==> src/rtl/hsfl_pkg.sv <==
`default_nettype none
package hsfl_pkg;

   // opcodes carried in req_tuser
   localparam logic [1:0] OP_TRANS = 2'd0;
   localparam logic [1:0] OP_EQUIL = 2'd1;
   localparam logic [1:0] OP_EMIT  = 2'd2;
   localparam logic [1:0] OP_NONE  = 2'd3;

   localparam int REQ_DATA_W = 48;
   localparam int RSP_DATA_W = 88;
   localparam int CSR_W      = 5;
   // transition sum: up to MAX_STATES terms of 32 bits
   localparam int XW         = 38;
   localparam int ACC_W      = 48;
   localparam int DIV_BITS   = 32;
   localparam int FRAC_BITS  = 26;

   localparam logic [30:0]      LN2_Q31 = 31'd1488522236;
   localparam logic [ACC_W-1:0] ACC_MIN = {1'b1, {(ACC_W-1){1'b0}}};
   localparam logic [31:0]      LOG_MIN = 32'h8000_0000;

   // controller to datapath commands
   typedef struct packed {
      logic capture;
      logic wr_trans;
      logic wr_eq;
      logic mac_clear;
      logic mac_issue;
      logic emit_mul;
      logic emit_wr;
      logic sum_clear;
      logic sum_issue;
      logic norm_load;
      logic div_step;
      logic prev_wr;
      logic site_clear;
      logic zero_fin;
      logic log_load;
      logic log_shift;
      logic log_mset;
      logic log_sq;
      logic log_fix;
      logic log_mag;
      logic log_fin;
      logic res_load;
      logic res_site;
   } cmd_type;

   // datapath to controller status
   typedef struct packed {
      logic op_trans;
      logic op_equil;
      logic op_emit;
      logic oor;
      logic to_last;
      logic mac_busy;
      logic sum_busy;
      logic scale_nz;
      logic norm_top;
      logic out_free;
   } status_type;

endpackage
`default_nettype wire

==> src/rtl/hsfl_ctrl.sv <==
`default_nettype none
module hsfl_ctrl import hsfl_pkg::*; #(
   parameter int MAX_STATES = 16,
   parameter int IW = $clog2(MAX_STATES)
) (
   input  wire logic        clock,
   input  wire logic        reset,
   input  wire logic        req_tvalid,
   input  wire status_type  st,
   input  wire logic [IW:0] n_states,
   output cmd_type          cmd,
   output logic [IW:0]      idx
);

   typedef enum logic [18:0] {
      S_IDLE   = 19'h00001,
      S_DECODE = 19'h00002,
      S_MAC    = 19'h00004,
      S_MDRAIN = 19'h00008,
      S_EMUL   = 19'h00010,
      S_EWR    = 19'h00020,
      S_SUM    = 19'h00040,
      S_SDRAIN = 19'h00080,
      S_NRD    = 19'h00100,
      S_NLD    = 19'h00200,
      S_NDIV   = 19'h00400,
      S_NWR    = 19'h00800,
      S_LLOAD  = 19'h01000,
      S_LSHIFT = 19'h02000,
      S_LSQ    = 19'h04000,
      S_LFIX   = 19'h08000,
      S_LMAG   = 19'h10000,
      S_LFIN   = 19'h20000,
      S_RESULT = 19'h40000
   } state_type;

   localparam logic [IW:0] LAST_IDX = (IW+1)'(MAX_STATES - 1);
   localparam logic [IW:0] IDX_ONE  = (IW+1)'(1);

   state_type   state_ff, state_in;
   logic [IW:0] idx_ff, idx_in;
   logic [4:0]  bit_ff, bit_in;
   logic        site_ff, site_in;
   logic        idx_end;

   assign idx     = idx_ff;
   assign idx_end = (idx_ff == n_states - IDX_ONE);

   // sequencing
   always_comb begin
      state_in = state_ff;
      idx_in   = idx_ff;
      bit_in   = bit_ff;
      site_in  = site_ff;
      cmd      = '0;
      case (state_ff)
         S_IDLE: begin
            cmd.capture = 1'b1;
            if (req_tvalid) state_in = S_DECODE;
         end
         S_DECODE: begin
            idx_in  = '0;
            site_in = 1'b0;
            if (st.op_emit && !st.oor) begin
               cmd.mac_clear = 1'b1;
               state_in      = S_MAC;
            end else begin
               cmd.wr_trans = st.op_trans && !st.oor;
               cmd.wr_eq    = st.op_equil && !st.oor;
               state_in     = S_RESULT;
            end
         end
         S_MAC: begin
            cmd.mac_issue = 1'b1;
            if (idx_end) state_in = S_MDRAIN;
            else idx_in = idx_ff + IDX_ONE;
         end
         S_MDRAIN: begin
            if (!st.mac_busy) state_in = S_EMUL;
         end
         S_EMUL: begin
            cmd.emit_mul = 1'b1;
            state_in     = S_EWR;
         end
         S_EWR: begin
            cmd.emit_wr = 1'b1;
            if (st.to_last) begin
               site_in       = 1'b1;
               cmd.sum_clear = 1'b1;
               idx_in        = '0;
               state_in      = S_SUM;
            end else begin
               state_in = S_RESULT;
            end
         end
         S_SUM: begin
            cmd.sum_issue = 1'b1;
            if (idx_end) begin
               idx_in   = '0;
               state_in = S_SDRAIN;
            end else begin
               idx_in = idx_ff + IDX_ONE;
            end
         end
         S_SDRAIN: begin
            if (!st.sum_busy) state_in = S_NRD;
         end
         // normalize every row; rows not in use get zero
         S_NRD: begin
            if (idx_ff < n_states && st.scale_nz) state_in = S_NLD;
            else state_in = S_NWR;
         end
         S_NLD: begin
            cmd.norm_load = 1'b1;
            bit_in        = '0;
            state_in      = S_NDIV;
         end
         S_NDIV: begin
            cmd.div_step = 1'b1;
            if (bit_ff == 5'(DIV_BITS - 1)) state_in = S_NWR;
            else bit_in = bit_ff + 5'd1;
         end
         S_NWR: begin
            cmd.prev_wr = 1'b1;
            if (idx_ff == LAST_IDX) begin
               cmd.site_clear = 1'b1;
               if (st.scale_nz) begin
                  state_in = S_LLOAD;
               end else begin
                  cmd.zero_fin = 1'b1;
                  state_in     = S_RESULT;
               end
            end else begin
               idx_in   = idx_ff + IDX_ONE;
               state_in = S_NRD;
            end
         end
         S_LLOAD: begin
            cmd.log_load = 1'b1;
            state_in     = S_LSHIFT;
         end
         S_LSHIFT: begin
            if (st.norm_top) begin
               cmd.log_mset = 1'b1;
               bit_in       = '0;
               state_in     = S_LSQ;
            end else begin
               cmd.log_shift = 1'b1;
            end
         end
         S_LSQ: begin
            cmd.log_sq = 1'b1;
            state_in   = S_LFIX;
         end
         S_LFIX: begin
            cmd.log_fix = 1'b1;
            if (bit_ff == 5'(FRAC_BITS - 1)) begin
               state_in = S_LMAG;
            end else begin
               bit_in   = bit_ff + 5'd1;
               state_in = S_LSQ;
            end
         end
         S_LMAG: begin
            cmd.log_mag = 1'b1;
            state_in    = S_LFIN;
         end
         S_LFIN: begin
            cmd.log_fin = 1'b1;
            state_in    = S_RESULT;
         end
         S_RESULT: begin
            if (st.out_free) begin
               cmd.res_load = 1'b1;
               cmd.res_site = site_ff;
               state_in     = S_IDLE;
            end
         end
         default: begin
            state_in = S_IDLE;
         end
      endcase
   end

   always_ff @(posedge clock) begin
      if (reset) begin
         state_ff <= S_IDLE;
         site_ff  <= 1'b0;
      end else begin
         state_ff <= state_in;
         site_ff  <= site_in;
      end
      idx_ff <= idx_in;
      bit_ff <= bit_in;
   end

endmodule
`default_nettype wire

==> config.mk <==
export PLATFORM = sky130hd
export DESIGN_NAME = hsfl_ctrl
export DESIGN_NICKNAME = d
export VERILOG_FILES = /design/src/rtl/hsfl_pkg.sv /design/src/rtl/hsfl_ctrl.sv
export SDC_FILE = /design/constraint.sdc
export NUM_CORES = 1
export LEC_CHECK = 0
export BUFFER_PORTS_ARGS = -buffer_cell sky130_fd_sc_hd__buf_2
export CAP_MARGIN = 20
export CORE_MARGIN = 2
export CORE_UTILIZATION = 40
export CTS_CLUSTER_DIAMETER = 50
export DETAILED_ROUTE_END_ITERATION = 7
export GPL_TIMING_DRIVEN = 0
export SYNTH_ARGS = -nofsm -noshare
export SYNTH_HDL_FRONTEND = slang
export SYNTH_SLANG_ARGS = --single-unit
==> constraint.sdc <==
create_clock -name clock -period 3.6 [get_ports clock]
set_input_delay 0.54 -clock clock [delete_from_list [all_inputs] [get_ports clock]]
set_output_delay 0.54 -clock clock [all_outputs]
set_load 0.05 [all_outputs]
==> metrics.json <==
{
  "synthDominantAreaCellType": "sky130_fd_sc_hd__dfxtp_1",
  "yosysUniqueCellTypes": 61,
  "port_buffers": 45,
  "topRoutingLayerUsed": "met4",
  "fin_crit_sh_pct": 87.4,
  "initial_utilization_pct": 41.6,
  "holdCritStartpoint": "site_ff",
  "setup_bufs_post_cts": 0,
  "path_class_of_the_lowest_slack_min_delay_path": "flop to flop",
  "synth_area_leaders": "sky130_fd_sc_hd__dfxtp_1 17%, sky130_fd_sc_hd__edfxtp_1 13%, sky130_fd_sc_hd__ha_1 6.0%",
  "layout.cells.non_filler": 386,
  "synth_flop_cell": "sky130_fd_sc_hd__dfxtp_1",
  "final_nets": 342,
  "synth.ff_latch_count": 30,
  "cts_hold_repair.buffers": 0,
  "wl_met3_um": 219,
  "most_common_cell_after_layout_fill_and_taps_aside": "sky130_fd_sc_hd__buf_2",
  "criticalPathCategory": "flop to output pin",
  "detailedRoute.firstPassIterationCount": 4,
  "fin_crit_ns": 3.15,
  "clock_sink_count": 30,
  "worst_hold_slack_ns": 0.459,
  "synthArstFlopShare_pct": 0,
  "grt.total_usage_pct": 20.6,
  "totalNegativeSetupSlack_ns": 0,
  "cts.reportedPaths.clkPinSlew_ns": 0.07,
  "synth_warnings": 0,
  "area_of_the_die_um2": 6380,
  "worstPathMaxFanout": 9,
  "slew_violations": 0,
  "die_h_um": 79.9,
  "cts-buffers-inserted": 5,
  "setup_slack_ns": 0.454,
  "dr_wl_met2_um": 2860,
  "finalHoldViolations": 0,
  "place_hpwl_um": 4790,
  "floorplan.die.width_um": 79.9,
  "crit_required_ns": 3.06,
  "antenna_found_initial": 0,
  "remaining_drc_errors": 0,
  "cts-root-buf": "sky130_fd_sc_hd__clkbuf_8",
  "p_total_mw": 1.11,
  "dpl_worst_slack_ns": 0.633,
  "cp-startpoint": "state_ff[2]",
  "grt_setup_unrepaired": "false",
  "pin_count_of_the_biggest_net_entering_global_routing": 11,
  "max_slew.worst_pin.slew_ns": 0.781,
  "route.detailed.vias_per_inst": 5.56,
  "boundaryPins": 46,
  "power.static_leakage_nw": 1.17,
  "synth-edff-count": 10,
  "clock_tree.buffer_depth": 2,
  "post_synth_instance_area_um2": 2300,
  "max-vdd-ir-drop_v": 0.000271,
  "synthesis.nets": 290,
  "post_route_cells_drive_above_1_share_pct": 25.8,
  "max_clock_freq_mhz": 318,
  "setup_viol_count_final": 0,
  "grt_pass1_wl_um": 10000,
  "wl_per_cell_um": 15.7,
  "h-tree-depth": 2,
  "drt.antenna.violating_nets": 0,
  "antennaDiodeCount": 0,
  "syn_area_per_cell_um2": 8.83,
  "wl_um": 6040,
  "run_status": "finished clean",
  "finalWeightedCongestion": 0.848,
  "layout_common_cells": "47 x sky130_fd_sc_hd__buf_2, 25 x sky130_fd_sc_hd__nor2_1, 20 x sky130_fd_sc_hd__dfxtp_1",
  "area_growth_syn_to_layout_pct": 18.4,
  "synthDominantCellAreaShare_pct": 17.4,
  "vias": 2146,
  "final.setup_skew_ns": 0.0102,
  "maxCapViolations": 0,
  "start_kind": "flop",
  "tritoncts_clock_tree": "yes",
  "reg2reg_from": "state_ff[7]",
  "grt_pass1_vias": 2084,
  "netlist_instances": 261,
  "synth_seq_area_share_pct": 30.4,
  "cp_data_arrival_time_ns": 2.61,
  "wl_met1_um": 2810,
  "worst_slew_margin_rel_pct": 47.8,
  "dp_cells": 378,
  "grt_overflow_total": 0,
  "fp.coreArea_um2": 5540,
  "p_per_area_nw_per_um2": 407,
  "row_count": 27,
  "cp-end-kind": "output pin",
  "ctsResizeCount": 0,
  "clk_latency_ns": 0.28,
  "drtIter0Drc": 101
}
-- final cells by class --
| cell class | count | area, um2 |
|---|---|---|
| flip-flops and latches | 30 | 701 |
| clock buffers | 7 | 86.3 |
| well taps | 72 | 90.1 |
| fillers | 547 | 2810 |
| inverters | 16 | 60.1 |
| clock inverters | 1 | 5.00 |
| plain buffers | 10 | 55.1 |
| repair buffers | 45 | 225 |
| multi-input cells | 205 | 1510 |
-- path summary, 6_finish.rpt --
path	to	slack, ns	cells past startpoint
setup reg to reg	idx[2]	0.64	9
hold / removal	site_ff	0.46	2
setup / recovery	cmd[2]	0.45	6
hold reg to reg	site_ff	0.46	2
-- per-stage QoR --
step	cell area (um2)	utilization (%)
after floorplan	2320	-
after global placement	2640	47.6
after detailed placement	2640	47.6
after CTS	2730	49.2
after global routing	2730	49.2
final	2730	49.2
-- critical path, stage by stage, from the launching register on --
cell                       delay [ns]
sky130_fd_sc_hd__dfxtp_1         0.30
sky130_fd_sc_hd__clkbuf_1        0.20
sky130_fd_sc_hd__or4_1           0.59
sky130_fd_sc_hd__nor3_1          0.33
sky130_fd_sc_hd__nand2_1         0.19
sky130_fd_sc_hd__nor3_1          0.37
sky130_fd_sc_hd__buf_2           0.34
-- synthesized netlist by cell type (4+ instances only) --
| cell type | n |
|---|---|
| sky130_fd_sc_hd__clkbuf_1 | 5 |
| sky130_fd_sc_hd__and3_1 | 9 |
| sky130_fd_sc_hd__nor3_1 | 10 |
| sky130_fd_sc_hd__nor4b_1 | 7 |
| sky130_fd_sc_hd__nor4_1 | 9 |
| sky130_fd_sc_hd__nor2b_1 | 5 |
| sky130_fd_sc_hd__edfxtp_1 | 10 |
| sky130_fd_sc_hd__nor2_1 | 25 |
| sky130_fd_sc_hd__and2_1 | 5 |
| sky130_fd_sc_hd__nor3b_1 | 5 |
| sky130_fd_sc_hd__inv_1 | 16 |
| sky130_fd_sc_hd__nand4_1 | 6 |
| sky130_fd_sc_hd__nand2b_1 | 9 |
| sky130_fd_sc_hd__nand2_1 | 12 |
| sky130_fd_sc_hd__nor3_2 | 4 |
| sky130_fd_sc_hd__xnor2_1 | 10 |
| sky130_fd_sc_hd__nand3_1 | 13 |
| sky130_fd_sc_hd__ha_1 | 11 |
| sky130_fd_sc_hd__a21oi_1 | 7 |
| sky130_fd_sc_hd__dfxtp_1 | 20 |
-- power by group --
group | switching (mW) | internal (mW) | leakage [nW]
registers | 0.0236 | 0.369 | 0.245
logic | 0.270 | 0.164 | 0.879
clock network | 0.131 | 0.154 | 0.0482
-- cells by family (layout without fill, tap and decap cells) --
logic type | after synthesis | count (layout) | share of synthesized area, %
buffers and inverters | 26 | 79 | 5.00
AO/OA/AOI/OAI | 34 | 34 | 12.4
XOR/XNOR | 13 | 13 | 4.94
AND/OR/NAND/NOR | 147 | 147 | 41.2
flip-flops | 30 | 30 | 30.4
adder cells (fa/ha/maj) | 11 | 11 | 5.97
-- metal layers --
layer	track usage [%]	up-vias
met2	34.2	39
met4	7.46	0
met5	0	-
met1	26.2	1006
li1	-	1087
met3	4.30	14
-- flip-flops by register name, summed over array words and instances (netlist names) --
register,flops
bit_ff,5
idx,5
site_ff,1
state_ff,19
Note: power is estimated with default switching activity, not from simulation.
